[src/rtl/core/b64e_pkg.sv]
// Shared types, constants and the symbol-to-ASCII function of the base64 encoder.
// No dependencies; every other file of the block refers to it by scoped names.
package b64e_pkg;

  localparam int unsigned BYTE_W   = 8;
  localparam int unsigned SYM_W    = 6;
  localparam int unsigned CHAR_W   = 7;
  localparam int unsigned NSYM     = 4;
  localparam int unsigned IDX_W    = $clog2(NSYM);
  localparam int unsigned QDEPTH   = 2;
  localparam int unsigned QPTR_W   = (QDEPTH > 1) ? $clog2(QDEPTH) : 1;
  localparam int unsigned QCNT_W   = $clog2(QDEPTH + 1);

  localparam logic [CHAR_W-1:0] PAD_CHAR   = 7'h3D;  // '='
  localparam logic [CHAR_W-1:0] CHAR_UC_A  = 7'h41;  // 'A'
  localparam logic [CHAR_W-1:0] CHAR_LC_A  = 7'h61;  // 'a'
  localparam logic [CHAR_W-1:0] CHAR_ZERO  = 7'h30;  // '0'
  localparam logic [CHAR_W-1:0] CHAR_PLUS  = 7'h2B;  // '+'
  localparam logic [CHAR_W-1:0] CHAR_SLASH = 7'h2F;  // '/'

  // Number of leftover input bits held between bytes
  typedef enum logic [1:0] {
    CNT_0 = 2'd0,
    CNT_2 = 2'd1,
    CNT_4 = 2'd2
  } cnt_e;

  // One input byte's command: up to four symbols, which of them are padding,
  // index of the last one and whether it closes the message
  typedef struct packed {
    logic [NSYM-1:0][SYM_W-1:0] sym;
    logic [NSYM-1:0]            pad;
    logic [IDX_W-1:0]           last;
    logic                       fin;
  } cmd_t;

  // Map a 6-bit symbol onto the standard base64 alphabet
  function automatic logic [CHAR_W-1:0] sym_to_char(input logic [SYM_W-1:0] s);
    logic [CHAR_W-1:0] s7;
    logic [CHAR_W-1:0] ch;
    s7 = CHAR_W'(s);
    if (s < 6'd26) begin
      ch = CHAR_UC_A + s7;
    end else if (s < 6'd52) begin
      ch = CHAR_LC_A + (s7 - 7'd26);
    end else if (s < 6'd62) begin
      ch = CHAR_ZERO + (s7 - 7'd52);
    end else if (s == 6'd62) begin
      ch = CHAR_PLUS;
    end else begin
      ch = CHAR_SLASH;
    end
    return ch;
  endfunction

endpackage

[src/rtl/core/b64e_byte_if.sv]
// Valid/ready channel carrying raw input bytes with a last-byte marker.
// Depends on b64e_pkg for the byte width.
interface b64e_byte_if;
  logic                           valid;
  logic                           ready;
  logic [b64e_pkg::BYTE_W-1:0]    data_byte;
  logic                           final_byte;

  modport source  (output valid, data_byte, final_byte, input ready);
  modport sink    (input valid, data_byte, final_byte, output ready);
  modport monitor (input valid, ready, data_byte, final_byte);
endinterface

[src/rtl/core/b64e_char_if.sv]
// Valid/ready channel carrying encoded ASCII characters with a last-char marker.
// Depends on b64e_pkg for the character width.
interface b64e_char_if;
  logic                           valid;
  logic                           ready;
  logic [b64e_pkg::CHAR_W-1:0]    out_char;
  logic                           final_char;

  modport source  (output valid, out_char, final_char, input ready);
  modport sink    (input valid, out_char, final_char, output ready);
  modport monitor (input valid, ready, out_char, final_char);
endinterface

[src/rtl/core/b64e_front.sv]
// Front end: accepts input bytes, splits them into 6-bit symbols and padding
// and pushes one command per byte. Depends on b64e_pkg and b64e_byte_if.
module b64e_front (
  input  logic                 clk_i,
  input  logic                 rst_ni,
  b64e_byte_if.sink            byte_i,
  input  logic                 full_i,
  output logic                 push_o,
  output b64e_pkg::cmd_t       cmd_o
);

  b64e_pkg::cnt_e cnt_q, cnt_d;
  logic [3:0]     lb_q, lb_d;
  logic           accept;
  logic [7:0]     b;

  assign byte_i.ready = !full_i;
  assign accept       = byte_i.valid && !full_i;
  assign push_o       = accept;
  assign b            = byte_i.data_byte;

  // Split the byte against the leftover bits
  always_comb begin
    cmd_o      = '0;
    cmd_o.fin  = byte_i.final_byte;
    cnt_d      = cnt_q;
    lb_d       = lb_q;
    unique case (cnt_q)
      b64e_pkg::CNT_2: begin
        cmd_o.sym[0] = {lb_q[1:0], b[7:4]};
        if (byte_i.final_byte) begin
          cmd_o.sym[1] = {b[3:0], 2'b00};
          cmd_o.pad[2] = 1'b1;
          cmd_o.last   = 2'd2;
          cnt_d        = b64e_pkg::CNT_0;
          lb_d         = '0;
        end else begin
          cmd_o.last   = 2'd0;
          cnt_d        = b64e_pkg::CNT_4;
          lb_d         = b[3:0];
        end
      end
      b64e_pkg::CNT_4: begin
        cmd_o.sym[0] = {lb_q, b[7:6]};
        cmd_o.sym[1] = b[5:0];
        cmd_o.last   = 2'd1;
        cnt_d        = b64e_pkg::CNT_0;
        lb_d         = '0;
      end
      default: begin
        cmd_o.sym[0] = b[7:2];
        if (byte_i.final_byte) begin
          cmd_o.sym[1] = {b[1:0], 4'b0000};
          cmd_o.pad[2] = 1'b1;
          cmd_o.pad[3] = 1'b1;
          cmd_o.last   = 2'd3;
          cnt_d        = b64e_pkg::CNT_0;
          lb_d         = '0;
        end else begin
          cmd_o.last   = 2'd0;
          cnt_d        = b64e_pkg::CNT_2;
          lb_d         = {2'b00, b[1:0]};
        end
      end
    endcase
  end

  // Advance the leftover state on each accepted transaction
  always_ff @(posedge clk_i or negedge rst_ni) begin
    if (!rst_ni) begin
      cnt_q <= b64e_pkg::CNT_0;
      lb_q  <= '0;
    end else if (accept) begin
      cnt_q <= cnt_d;
      lb_q  <= lb_d;
    end
  end

endmodule

[src/rtl/core/b64e_queue.sv]
// Short command queue between the front end and the character emitter.
// Depends on b64e_pkg for the command type and depth.
module b64e_queue (
  input  logic                 clk_i,
  input  logic                 rst_ni,
  input  logic                 push_i,
  input  b64e_pkg::cmd_t       cmd_i,
  output logic                 full_o,
  input  logic                 pop_i,
  output logic                 empty_o,
  output b64e_pkg::cmd_t       head_o
);

  localparam int unsigned PW = b64e_pkg::QPTR_W;
  localparam int unsigned CW = b64e_pkg::QCNT_W;

  b64e_pkg::cmd_t  mem_q [b64e_pkg::QDEPTH];
  logic [PW-1:0]   wr_q, wr_d, rd_q, rd_d;
  logic [CW-1:0]   cnt_q, cnt_d;
  logic            do_push, do_pop;

  assign full_o  = (cnt_q == CW'(b64e_pkg::QDEPTH));
  assign empty_o = (cnt_q == '0);
  assign do_push = push_i && !full_o;
  assign do_pop  = pop_i && !empty_o;
  assign head_o  = mem_q[rd_q];

  // Wrap the pointers and track the fill level
  always_comb begin
    wr_d  = wr_q;
    rd_d  = rd_q;
    cnt_d = cnt_q;
    if (do_push) begin
      wr_d = (wr_q == PW'(b64e_pkg::QDEPTH - 1)) ? '0 : wr_q + 1'b1;
    end
    if (do_pop) begin
      rd_d = (rd_q == PW'(b64e_pkg::QDEPTH - 1)) ? '0 : rd_q + 1'b1;
    end
    if (do_push && !do_pop) begin
      cnt_d = cnt_q + 1'b1;
    end else if (do_pop && !do_push) begin
      cnt_d = cnt_q - 1'b1;
    end
  end

  always_ff @(posedge clk_i or negedge rst_ni) begin
    if (!rst_ni) begin
      wr_q  <= '0;
      rd_q  <= '0;
      cnt_q <= '0;
    end else begin
      wr_q  <= wr_d;
      rd_q  <= rd_d;
      cnt_q <= cnt_d;
    end
  end

  // Store the pushed command
  always_ff @(posedge clk_i) begin
    if (do_push) begin
      mem_q[wr_q] <= cmd_i;
    end
  end

endmodule

[src/rtl/core/b64e_back.sv]
// Back end: walks the head command one symbol per cycle while the output is not stalled
// and drives the registered character output. Depends on b64e_pkg and b64e_char_if.
module b64e_back (
  input  logic                 clk_i,
  input  logic                 rst_ni,
  input  logic                 empty_i,
  input  b64e_pkg::cmd_t       head_i,
  output logic                 pop_o,
  b64e_char_if.source          char_o
);

  logic [b64e_pkg::IDX_W-1:0]  idx_q, idx_d;
  logic                        vld_q;
  logic [b64e_pkg::CHAR_W-1:0] char_q, char_d;
  logic                        fin_q, fin_d;
  logic                        load, at_last;

  assign load    = !empty_i && (!vld_q || char_o.ready);
  assign at_last = (idx_q == head_i.last);
  assign pop_o   = load && at_last;

  // Select the next character and step the symbol index
  always_comb begin
    char_d = head_i.pad[idx_q] ? b64e_pkg::PAD_CHAR
                               : b64e_pkg::sym_to_char(head_i.sym[idx_q]);
    fin_d  = head_i.fin && at_last;
    idx_d  = idx_q;
    if (load) begin
      idx_d = at_last ? '0 : idx_q + 1'b1;
    end
  end

  always_ff @(posedge clk_i or negedge rst_ni) begin
    if (!rst_ni) begin
      idx_q <= '0;
      vld_q <= 1'b0;
    end else begin
      idx_q <= idx_d;
      if (load) begin
        vld_q <= 1'b1;
      end else if (char_o.ready) begin
        vld_q <= 1'b0;
      end
    end
  end

  // Hold the output payload until it is taken
  always_ff @(posedge clk_i) begin
    if (load) begin
      char_q <= char_d;
      fin_q  <= fin_d;
    end
  end

  assign char_o.valid      = vld_q;
  assign char_o.out_char   = char_q;
  assign char_o.final_char = fin_q;

endmodule

[src/rtl/core/base64_stream_encoder_core.sv]
// Base64 stream encoder: one character per cycle on the output while the sink is ready; a
// byte enters the two-entry command queue when it is accepted, and its first character
// passes through the queue entry and then the output register. Each byte yields one to
// four characters, so the character output register limits the sustained rate. Reset
// clears the leftover bits, queue and output valid.
// Depends on b64e_pkg, b64e_byte_if, b64e_char_if, b64e_front, b64e_queue, b64e_back.
module base64_stream_encoder_core (
  input  logic          clk_i,
  input  logic          rst_ni,
  b64e_byte_if.sink     byte_i,
  b64e_char_if.source   char_o
);

  logic            push, full, pop, empty;
  b64e_pkg::cmd_t  cmd, head;

  // Classify bytes into symbol commands
  b64e_front u_front (
    .clk_i  (clk_i),
    .rst_ni (rst_ni),
    .byte_i (byte_i),
    .full_i (full),
    .push_o (push),
    .cmd_o  (cmd)
  );

  // Decouple the two sides
  b64e_queue u_queue (
    .clk_i   (clk_i),
    .rst_ni  (rst_ni),
    .push_i  (push),
    .cmd_i   (cmd),
    .full_o  (full),
    .pop_i   (pop),
    .empty_o (empty),
    .head_o  (head)
  );

  // Emit characters
  b64e_back u_back (
    .clk_i   (clk_i),
    .rst_ni  (rst_ni),
    .empty_i (empty),
    .head_i  (head),
    .pop_o   (pop),
    .char_o  (char_o)
  );

endmodule

[src/flat_wrapper.sv]
// flat-port wrapper written by rule: the top's interface ports become plain ports
module base64_stream_encoder_core_flat 
  (clk_i, rst_ni, byte_i_valid, byte_i_data_byte, byte_i_final_byte, byte_i_ready, char_o_valid, char_o_out_char, char_o_final_char, char_o_ready);
  b64e_byte_if byte_i_i ();
  b64e_char_if char_o_i ();
  input  logic clk_i;
  input  logic rst_ni;
  input wire logic [$bits(byte_i_i.valid)-1:0] byte_i_valid;
  input wire logic [$bits(byte_i_i.data_byte)-1:0] byte_i_data_byte;
  input wire logic [$bits(byte_i_i.final_byte)-1:0] byte_i_final_byte;
  output wire logic [$bits(byte_i_i.ready)-1:0] byte_i_ready;
  output wire logic [$bits(char_o_i.valid)-1:0] char_o_valid;
  output wire logic [$bits(char_o_i.out_char)-1:0] char_o_out_char;
  output wire logic [$bits(char_o_i.final_char)-1:0] char_o_final_char;
  input wire logic [$bits(char_o_i.ready)-1:0] char_o_ready;
  assign byte_i_i.valid = byte_i_valid;
  assign byte_i_i.data_byte = byte_i_data_byte;
  assign byte_i_i.final_byte = byte_i_final_byte;
  assign byte_i_ready = byte_i_i.ready;
  assign char_o_valid = char_o_i.valid;
  assign char_o_out_char = char_o_i.out_char;
  assign char_o_final_char = char_o_i.final_char;
  assign char_o_i.ready = char_o_ready;
  base64_stream_encoder_core u_core (.clk_i(clk_i), .rst_ni(rst_ni), .byte_i(byte_i_i), .char_o(char_o_i));
endmodule
[config.mk]
export PLATFORM = sky130hd
export DESIGN_NAME = base64_stream_encoder_core_flat
export DESIGN_NICKNAME = d
export VERILOG_FILES = /design/src/rtl/core/b64e_pkg.sv /design/src/rtl/core/b64e_byte_if.sv /design/src/rtl/core/b64e_char_if.sv /design/src/rtl/core/b64e_front.sv /design/src/rtl/core/b64e_queue.sv /design/src/rtl/core/b64e_back.sv /design/src/rtl/core/base64_stream_encoder_core.sv /design/src/flat_wrapper.sv
export SDC_FILE = /design/constraint.sdc
export NUM_CORES = 1
export LEC_CHECK = 0
export ABC_CLOCK_PERIOD_IN_PS = 3800
export BUFFER_PORTS_ARGS = -buffer_cell sky130_fd_sc_hd__buf_2
export CAP_MARGIN = 40
export CELL_PAD_IN_SITES_DETAIL_PLACEMENT = 2
export CELL_PAD_IN_SITES_GLOBAL_PLACEMENT = 2
export CORE_MARGIN = 1
export CORE_UTILIZATION = 41
export DETAILED_ROUTE_END_ITERATION = 6
export PLACE_DENSITY_LB_ADDON = 0.15
export SETUP_SLACK_MARGIN = 0.05
export SLEW_MARGIN = 20
export SYNTH_ARGS = -nofsm -noshare
export SYNTH_HDL_FRONTEND = slang
export SYNTH_SLANG_ARGS = --single-unit
[constraint.sdc]
create_clock -name clk_i -period 3.8 [get_ports clk_i]
set_clock_uncertainty 0.15 [all_clocks]
set_input_delay 0.76 -clock clk_i [delete_from_list [all_inputs] [get_ports clk_i]]
set_output_delay 0.76 -clock clk_i [all_outputs]
set_load 0.1 [all_outputs]
[After elaboration in Yosys (flattened, before gate mapping)]
Memory sizes are Yosys's and may differ from the RTL's.
Index checks and enable logic that the tools add are counted.
W data, S select, Z words.
Cells by class
  $add $sub $neg: 10
  $mul: 0
  div/mod/pow operators: 0
  $lt $le $gt $ge: 4
  eq/ne operators: 5
  shift operators: 0
  muxes and demuxes: 32
  bitwise operators: 0
  reduce and logical (&&, ||, !) cells: 18
Operators by type and width (count)
  $pmux W12 S2: 1
  $mux W7: 3
  $mux W6: 3
  $mux W2: 7
  $bmux W6 S2: 1
  $lt A6 B6 Y1 const B: 2
  $mux W1: 10
  $logic_and A1 B1 Y1: 8
  $pmux W2 S2: 2
  $pmux W4 S2: 1
  $add A6 B7 Y7 const A: 1
  $add A7 B6 Y7 const A: 1
  $add A7 B7 Y7 const A: 1
  $sub A6 B5 Y7 const B: 1
  $sub A6 B6 Y7 const B: 1
  $eq A6 B6 Y1 const B: 1
  $lt A6 B5 Y1 const B: 1
  $logic_not A1 Y1: 5
  $add A2 B1 Y2 const B: 2
  $eq A2 B2 Y1 const B: 2
  $mux W4: 1
  $reduce_bool A2 Y1: 2
  $lt A2 B3 Y1 const B: 1
  $mux W3: 1
  9 further kinds: 10
Storage, ports and cells
  bits in registers: 21
  bits in latches: 0
  RAM bits: 34
  memory bits (read-only): 0
  bits of input ports: 13
  output and inout port bits: 10
  word-level logic and storage cells: 79
  memories kept: 1
Memory list
  u_core.u_queue.mem_q: depth 2, width 17, rd ports 1, clocked after memory_dff 0, wr ports 1, line b64e_queue.sv:17  | b64e_pkg::cmd_t mem_q [b64e_pkg::QDEPTH];

[Logic depth before layout (Yosys ltp)]
Gate-level depths: netlist of run 1.
  depth after elaboration: 8
  mapped depth: 11
  depth with buffers taken out: 9

[Cells and area by module]
A second synthesis of run 1 with hierarchy kept.
Unflattened totals
  cells, all modules: 300
  area, all modules: 4307.9 µm²
By module, submodules not included
  b64e_queue: times used 1, cells an instance 116, area an instance 2587.5 µm², seq. area each 1961.9 µm²
  b64e_back: times used 1, cells an instance 99, area an instance 1031.0 µm², seq. area each 315.3 µm²
  b64e_front: times used 1, cells an instance 85, area an instance 689.4 µm², seq. area each 150.1 µm²

[Least setup slack after synthesis of run 1]
OpenSTA, ideal clock, no wires.
  kind: reg-to-reg
  start: register u_core.u_queue.cnt_q[0]
  end: memory u_core.u_queue.mem_q[0][0] (netlist bit), enable pin
  library setup time: 0.391 ns
  arrival time: 2.369 ns
  data required time: 3.259 ns
  path slack: 0.890 ns
  cell stages (with the launch flop): 5
  path buffers: 1
  clock period less this slack: 2.910 ns
  cells stage by stage: dfrtp_1 > nand2b_1 > nand2_1 > clkbuf_1 > nor2_1
Between the ends
  cells in the longest elaborated chain, start to end: 6
RTL lines
  start: declaration: line b64e_queue.sv:19  | logic [CW-1:0] cnt_q, cnt_d;
  start signal: assignment: line b64e_queue.sv:54  | cnt_q <= cnt_d;
  $eq A2 B2 Y1 (*): line b64e_queue.sv:22  | assign full_o = (cnt_q == CW'(b64e_pkg::QDEPTH));
  $logic_not A1 Y1 (*)
  via byte_i_ready: line flat_wrapper.sv:11  | output wire logic [$bits(byte_i_i.ready)-1:0] byte_i_ready;
  $logic_and A1 B1 Y1: line b64e_front.sv:18  | assign accept = byte_i.valid && !full_i;
  $logic_and A1 B1 Y1 (*): line b64e_queue.sv:24  | assign do_push = push_i && !full_o;
  $mux W1 (*): line b64e_queue.sv:60  | if (do_push) begin
  $mux W1 (not written as such) (*): line b64e_queue.sv:61  | mem_q[wr_q] <= cmd_i;
  end: declaration: line b64e_queue.sv:17
Mark *: on every way through the listed nets, which the timed path passes. The rest lies on a longest branch.

[Final worst setup path of run 1]
  start: register u_core.u_back.idx_q[0] (netlist bit)
  end: register u_core.u_back.char_q (netlist bit u_core.u_back.char_o.out_char[4]), data pin
Between the ends
  cells in the longest elaborated chain, start to end: 7
  elaborated cells on any way between the ends: 15
  classes of those cells: add/sub (5); order compare (3); mux (7)
RTL lines
  start: declaration: line b64e_back.sv:12  | logic [b64e_pkg::IDX_W-1:0] idx_q, idx_d;
  start signal: assignment: line b64e_back.sv:38  | idx_q <= idx_d;
  $bmux W6 S2: line b64e_back.sv:25  | : b64e_pkg::sym_to_char(head_i.sym[idx_q]);
  $mux W6 (not written as such): line b64e_back.sv:25
  $sub A6 B6 Y7: line b64e_pkg.sv:47  | ch = CHAR_ZERO + (s7 - 7'd52);
  $add A6 B7 Y7: line b64e_pkg.sv:47
  $mux W7: line b64e_pkg.sv:46  | end else if (s < 6'd62) begin
  $mux W7: line b64e_pkg.sv:44  | end else if (s < 6'd52) begin
  $mux W7: line b64e_pkg.sv:42  | if (s < 6'd26) begin
  end signal: assignment: line b64e_back.sv:50  | char_q <= char_d;
  end: declaration: line b64e_back.sv:14  | logic [b64e_pkg::CHAR_W-1:0] char_q, char_d;
Several ways; a longest one is shown, not always the timed one. The select of a mux whose other input is x is not followed.
A chain may end at the register's enable or synchronous reset.

==> results of run 1 <==
-- cell usage in the layout, fill, tap and decap left out, drive strengths merged, types with 6 or more instances in the layout --
cell	synthesis	layout
o21ai	13	13
inv	9	10
mux2	6	6
buf	4	25
nor2	14	14
xnor2	9	9
nand2b	7	7
mux2i	9	9
dfrtp	13	13
nand2	15	15
ha	8	8
edfxtp	42	42
a22oi	8	8
-- through the flow --
step | util (%) | setup WS [ns]
after floorplan | - | 0.890
after global placement | 45.7 | 0.916
after detailed placement | 45.7 | 0.853
after CTS | 47.1 | 0.850
after global routing | 47.4 | 0.650
final | 47.4 | 0.870
-- flip-flops by register name, summed over array words and instances, names as in the netlist --
name,cells
u_core.u_back.char_o.final_char,1
u_core.u_back.char_o.out_char,7
u_core.u_back.char_o.valid,1
u_core.u_back.idx_q,2
u_core.u_front.cnt_q,2
u_core.u_front.lb_q,4
u_core.u_queue.cnt_q,2
u_core.u_queue.mem_q,34
u_core.u_queue.rd_q,1
u_core.u_queue.wr_q,1
-- cells by family (layout without fill, tap and decap cells) --
family | count (synthesis) | after routing | share of synthesized area [%]
buffers and inverters | 21 | 42 | 3.64
DFF | 55 | 55 | 56.4
xor gates and xnor gates | 11 | 11 | 3.42
adders and majority gates | 8 | 8 | 3.56
muxes | 18 | 18 | 8.40
AOI/OAI and AO/OA | 52 | 52 | 13.2
and+or+nand+nor | 59 | 59 | 11.4
-- worst reg2reg max path, delay by kind of cell, from the launching register on --
family                     cells  cell delay, ns
muxes                          1            0.34
DFF                            1            0.56
adders and majority gates      1            0.26
AOI/OAI and AO/OA              3            0.54
and+or+nand+nor                2            0.82
-- metal layers --
metal	global-route usage, %	vias to the layer above	part of all wire, %
met2	35.8	27	53
met3	2.53	10	2.1
met1	22.9	930	44
met4	5.86	0	1.7
li1	-	879	-
met5	0	-	0
-- area by class of cell --
type,instances,area [sq um],area share (%)
Tap cell,77,96.3,3.13
Timing Repair Buffer,25,140,4.56
Clock buffer,5,68.8,2.24
Sequential cell,55,1590,51.6
Inverter,9,33.8,1.10
Multi-Input combinational cell,148,1130,36.6
Clock inverter,3,23.8,0.773
-- path summary, 6_finish.rpt --
kind                       cells past startpoint                               end  slack [ns]
setup / recovery                               7  u_core.u_back.char_o.out_char[4]        0.87
hold / removal                                 1               u_core.u_queue.wr_q        0.18
setup reg to reg                               7  u_core.u_back.char_o.out_char[4]        0.87
hold reg to reg                                2        u_core.u_back.char_o.valid        0.36
max in group asynchronous                      1               u_core.u_queue.rd_q        3.07
min in group clk_i                             2        u_core.u_back.char_o.valid        0.36
==> metrics.md, run 1 <==
| Metric | Value |
|---|---|
| Largest net degree at the start of global routing | `24` |
| Crit-path cells | `or2_2 > o22a_2 > ha_1 > nor3b_4 > mux2_4 > o221ai_1 > o211ai_1` |
| Synth area leader | `edfxtp_1` |
| Min-Delay Path Class | `in -> async` |
| Worst Setup Path Type | `reg -> reg` |
| Vias | `1846` |
| Synth Register Bits | `55` |
| Register area share after synthesis | `56.4%` |
| Synth Area per Inst | `12.6 sq um` |
| Crit path largest cell delay | `0.56 ns` |
| Slowest-stage cell, CP | `dfrtp_1` |
| Post-synth EDFFs | `42` |
| Post-route non-filler standard cell count | `322` |
| Htree depth | `2` |
| Clk sink count | `55` |
| Synth cell count leaders | `edfxtp_1, nand2_1, nor2_1, dfrtp_1, o21ai_0` |
| Core area | `0.00649 sq mm` |
| Placement Cell Area | `0.00297 sq mm` |
| Critical path's top delay family | `simple AND/OR/NAND/NOR gates` |
| DRC viols | `3` |
| Top cell type's share of synthesized area | `44.8%` |
| Worst EP required | `3.69 ns` |
| Final hold vios | `0` |
| Number of I/O port buffers | `22` |
| Tmin final | `2.93 ns` |
| Post-CTS Hold Buffers | `0` |
| Clk slew on worst S/H paths | `0.10 ns` |
| Status | `complete, but fails checks` |
| Reg2reg start | `u_core.u_back.idx_q[0]` |
| NumNets Final | `265` |
| Detailed Place HPWL | `4970 microns` |
| Setup bufs post-CTS | `0` |
| Final Hold Slack | `0.179 ns` |
| CP startpoint | `u_core.u_back.idx_q[0]` |
| Number of global-route vias before repair | `2033` |
| First drt pass iteration count | `7` |
| Critical Path AT | `2.82 ns` |
| Syn_nets | `245` |
| Vias per std cell | `5.73` |
| Final Wtd Congestion | `0.827` |
| Die area | `0.00720 sq mm` |
| Die W | `84.9 microns` |
| Cell total after placement | `313` |
| Starting Density | `43.3%` |
| Max Fanout on Critical Path | `15` |
| Setup TNS | `0 ns` |
| TritonCTS Buffers | `5` |
| Slew Viols, Final | `0` |
| Max Freq | `0.341 GHz` |
| Slew margin rel. | `57.6%` |
| Worst skew pair latency | `0.31 ns` |
| Initial drt markers | `28` |
| First-pass GRT wire length | `10500 microns` |
| # setup viols final | `0` |
| RSZ-0062 raised after global routing | `false` |
| I/O pin count | `23` |
| Synthesized instance count | `224` |
| Resized cells post-CTS | `0` |
| Top FF cell, synth | `edfxtp_1` |
| Async S/R FF share, synth | `23.6%` |
| Buffers and inverters on the worst path | `0` |
| Worst-Margin Slew | `0.636 ns` |
| Max-cap violations | `0` |
| Clock buffer depth | `2` |
| Root Driver | `clkbuf_8` |
| Final period util | `77.1%` |
| Initial antenna violation count | `0` |
| Num rows | `29` |
| Critical Path Source Type | `register` |
| Final WL | `6330 microns` |
| Synth cell types | `48` |
| Global Route Usage Sum | `19.1%` |
| Die H | `84.9 microns` |
| Fraction of layout cells with a size suffix above 1 | `20.0%` |
| Most numerous cell in the Yosys netlist | `edfxtp_1` |
| Filler cells | `658` |
| Syn. warnings | `0` |
| Area contributors post-synth | `edfxtp_1, dfrtp_1, ha_1` |
| WL per Instance | `19.6 microns` |
| Syn-to-layout area delta | `9.24%` |
| Failing checks | `DRC` |
| Antenna cell count | `0` |
| CTS tree | `built` |
| Finished Cell Area | `0.00308 sq mm` |
| Gr ovfl total | `0` |
| Mapped Area | `0.00282 sq mm` |
| CP endpoint kind | `register` |
| Post-DRT Antenna Nets | `0` |
Power of run 1 is left out: the tool's default activity adds up to more than one toggle a clock period on the data nets, which glitch-free logic cannot reach.
==> run 2, diff against run 1 <==
Settings changed: ABC_AREA set to 1, ABC_CLOCK_PERIOD_IN_PS 3800 to 2900, CORE_UTILIZATION 41 to 38.
Clock period 3.8 ns to 2.9 ns, I/O delays scaled along.
==> metrics.md, run 2 <==
| Metric | Value |
|---|---|
| Status | `finished clean` |
| Number of global-route vias before repair | `2499 (+23%)` |
| Largest net degree at the start of global routing | `19 (-21%)` |
| Crit-path cells | `buf_4 > nand2_1 > nand2_1 > xor2_1 > nand3_1 > ha_1 > a21oi_1 > o21ai_0 > xor2_1` |
| Starting Density | `39.7% (-3.7 points)` |
| Vias per std cell | `5.08 (-11%)` |
| Root Driver | `clkbuf_8` |
| Min-Delay Path Class | `in -> async` |
| Clock buffer depth | `2 (unchanged)` |
| WL per Instance | `18.1 microns (-8.0%)` |
| Biggest register | `u_core.u_queue.mem_q` |
| Final Util | `44.0% (-3.3 points)` |
| Critical Path AT | `2.69 ns (-0.13 ns)` |
| Synth Area per Inst | `9.61 sq um (-24%)` |
| Crit path largest cell delay | `0.51 ns (-0.05 ns)` |
| Final period util | `91.2% (+14 points)` |
| Worst R2R Path Depth | `9 (+2)` |
| I/O pin count | `23 (unchanged)` |
| Syn. warnings | `0 (unchanged)` |
| Global Route Usage Sum | `21.7% (+2.6 points)` |
| Synthesized instance count | `301 (+34%)` |
| Setup TNS | `0 ns (unchanged)` |
| FF-to-FF setup slack | `0.26 ns (-0.61 ns)` |
| Commonest non-fill, non-tap cells in the layout | `nand2_1, edfxtp_1, inv_1, buf_2, nand3_1` |
| Final WL | `7790 microns (+23%)` |
| Antenna cell count | `0 (unchanged)` |
| Initial antenna violation count | `0 (unchanged)` |
| Initial drt markers | `33 (+18%)` |
| Slew margin rel. | `67.3% (+9.8 points)` |
| Vias | `2188 (+19%)` |
| Top FF cell, synth | `edfxtp_1` |
| Num rows | `31 (+6.9%)` |
| Multi-input gate area | `0.00108 sq mm (-4.4%)` |
| Post-DRT Antenna Nets | `0 (unchanged)` |
| Synth cell types | `35 (-27%)` |
| Worst skew pair latency | `0.31 ns (about the same)` |
| Final hold vios | `0 (unchanged)` |
| Worst Setup Path Type | `reg -> reg` |
| Synth cell count leaders | `nand2_1, edfxtp_1, inv_1, nand3_1, nor2_1` |
| Mapped Area | `0.00289 sq mm (+2.8%)` |
| Slew Viols, Final | `0 (unchanged)` |
| Die area | `0.00797 sq mm (+11%)` |
| Finished Cell Area | `0.00321 sq mm (+4.4%)` |
| Clk slew on worst S/H paths | `0.11 ns (about the same)` |
| Syn-to-layout area delta | `11.0%` |
| Tmin final | `2.64 ns (-0.286 ns)` |
| Gr ovfl total | `0 (unchanged)` |
| Fraction of layout cells with a size suffix above 1 | `19.0% (-1.0 points)` |
| RSZ-0062 raised after global routing | `false` |
| Core area | `0.00729 sq mm (+12%)` |
| Number of I/O port buffers | `22 (unchanged)` |
| Max reg flops | `34 (unchanged)` |
| # setup viols final | `0 (unchanged)` |
| Worst EP required | `2.95 ns (-0.74 ns)` |
| Die H | `89.3 microns (+5.2%)` |
| Max-cap violations | `0 (unchanged)` |
| Max Fanout on Critical Path | `10 (-5)` |
| Slowest-stage cell, CP | `dfrtp_2` |
| Htree depth | `2 (unchanged)` |
| Detailed Place HPWL | `6220 microns (+25%)` |
| Area contributors post-synth | `edfxtp_1, dfrtp_1, nand2_1` |
| Synth area leader | `edfxtp_1` |
| Post-synth EDFFs | `42 (unchanged)` |
| Top cell type's share of synthesized area | `43.6% (-1.2 points)` |
| Buffers and inverters on the worst path | `1 (+1)` |
| Register area share after synthesis | `54.8% (-1.5 points)` |
| Register area | `0.00159 sq mm (+0.16%)` |
| Placement Cell Area | `0.00312 sq mm (+5.1%)` |
| Synth Register Bits | `55 (unchanged)` |
| Worst-Margin Slew | `0.493 ns (-0.143 ns)` |
| NumNets Final | `352 (+33%)` |
| Final Wtd Congestion | `0.778 (-6.0%)` |
| Reg2reg start | `u_core.u_queue.rd_q` |
| First drt pass iteration count | `4 (-3)` |
| Filler cells | `824 (+25%)` |
| Die W | `89.3 microns (+5.2%)` |
| CTS tree | `built` |
| Most numerous cell in the Yosys netlist | `nand2_1` |
| Reg-to-reg endpoint | `u_core.u_queue.cnt_q[1]` |
| CP endpoint kind | `register` |
| Syn_nets | `322 (+31%)` |
| Most common cell after layout, fill and taps aside | `nand2_1` |
| First-pass GRT wire length | `12500 microns (+19%)` |
| Async S/R FF share, synth | `23.6% (unchanged)` |
| Clk sink count | `55 (unchanged)` |
| TritonCTS Buffers | `5 (unchanged)` |
| Critical path's top delay family | `flip-flops` |
| Critical Path Source Type | `register` |
| DRC viols | `0 (-3)` |
| Max Freq | `0.378 GHz (+11%)` |
-- run 2: cell count changes after synthesis, sizes merged, moves of 8 or more --
| cell | change |
|---|---|
| inv | +34 |
| nor2 | +9 |
| nand2 | +75 |
| a22oi | -8 |
| nand3 | +23 |
| mux2i | -9 |
-- run 2: cell families after synthesis --
family	after synthesis	synth area share, %
simple gates	143	22.9
flops	55	54.8
buf+inv	49	7.96
compound gates	36	7.83
xor+xnor	10	3.03
fa+ha+maj	8	3.46
-- run 2: routing by layer --
metal / wire length (microns) / GRT usage, %
met1: 3100 / 24.0
met2: 4320 / 42.1
met3: 165 / 3.60
met4: 210 / 7.22
met5: 0 / 0
-- run 2: what timing repair did --
action,CTS,global route
setup buffers,0,0
gates resized for setup,0,2
endpoints found under the setup margin,0,2
hold buffers,0,0
-- run 2: stage by stage --
| stage | hold WS (ns) | worst slack, ns | std cells |
|---|---|---|---|
| final | 0.000955 | 0.256 | 431 |
| after global routing | 0.00380 | 0.123 | 431 |
| after CTS | 0.00635 | 0.0680 | 431 |
| after detailed placement | 0.323 | 0.225 | 423 |
| after global placement | 0.310 | 0.384 | 423 |
| after floorplan | 0.134 | 0.110 | 301 |
-- run 2: cell type report --
type,count,share of cell area (%)
Timing Repair Buffer,28,4.83
Multi-Input combinational cell,197,33.5
Tap cell,99,3.86
Clock buffer,5,2.14
Sequential cell,55,49.5
Inverter,44,5.49
Clock inverter,3,0.701
-- run 2: worst reg2reg max path, cell delays in order, from the launching register on --
cell and delay, ns:
dfrtp_2 0.51, buf_4 0.22, nand2_1 0.06, nand2_1 0.10, xor2_1 0.31, nand3_1 0.29
ha_1 0.40, a21oi_1 0.15, o21ai_0 0.16, xor2_1 0.17
-- run 2: worst max-delay path by stage --
| stage | startpoint | cells past startpoint | slack (ns) | end |
|---|---|---|---|---|
| finish | u_core.u_queue.rd_q | 9 | 0.26 | u_core.u_queue.cnt_q[1] |
| global route | u_core.u_queue.rd_q | 14 | 0.12 | u_core.u_back.char_o.out_char[4] |
| CTS | u_core.u_queue.rd_q | 9 | 0.07 | u_core.u_queue.cnt_q[1] |
| detailed placement | u_core.u_queue.rd_q | 9 | 0.23 | u_core.u_queue.cnt_q[1] |
| global placement | u_core.u_queue.rd_q | 13 | 0.38 | u_core.u_back.char_o.out_char[4] |
| floorplan | u_core.u_queue.cnt_q[0] | 4 | 0.11 | u_core.u_queue.mem_q[1][0] |
Power of run 2 is left out for the same reason.
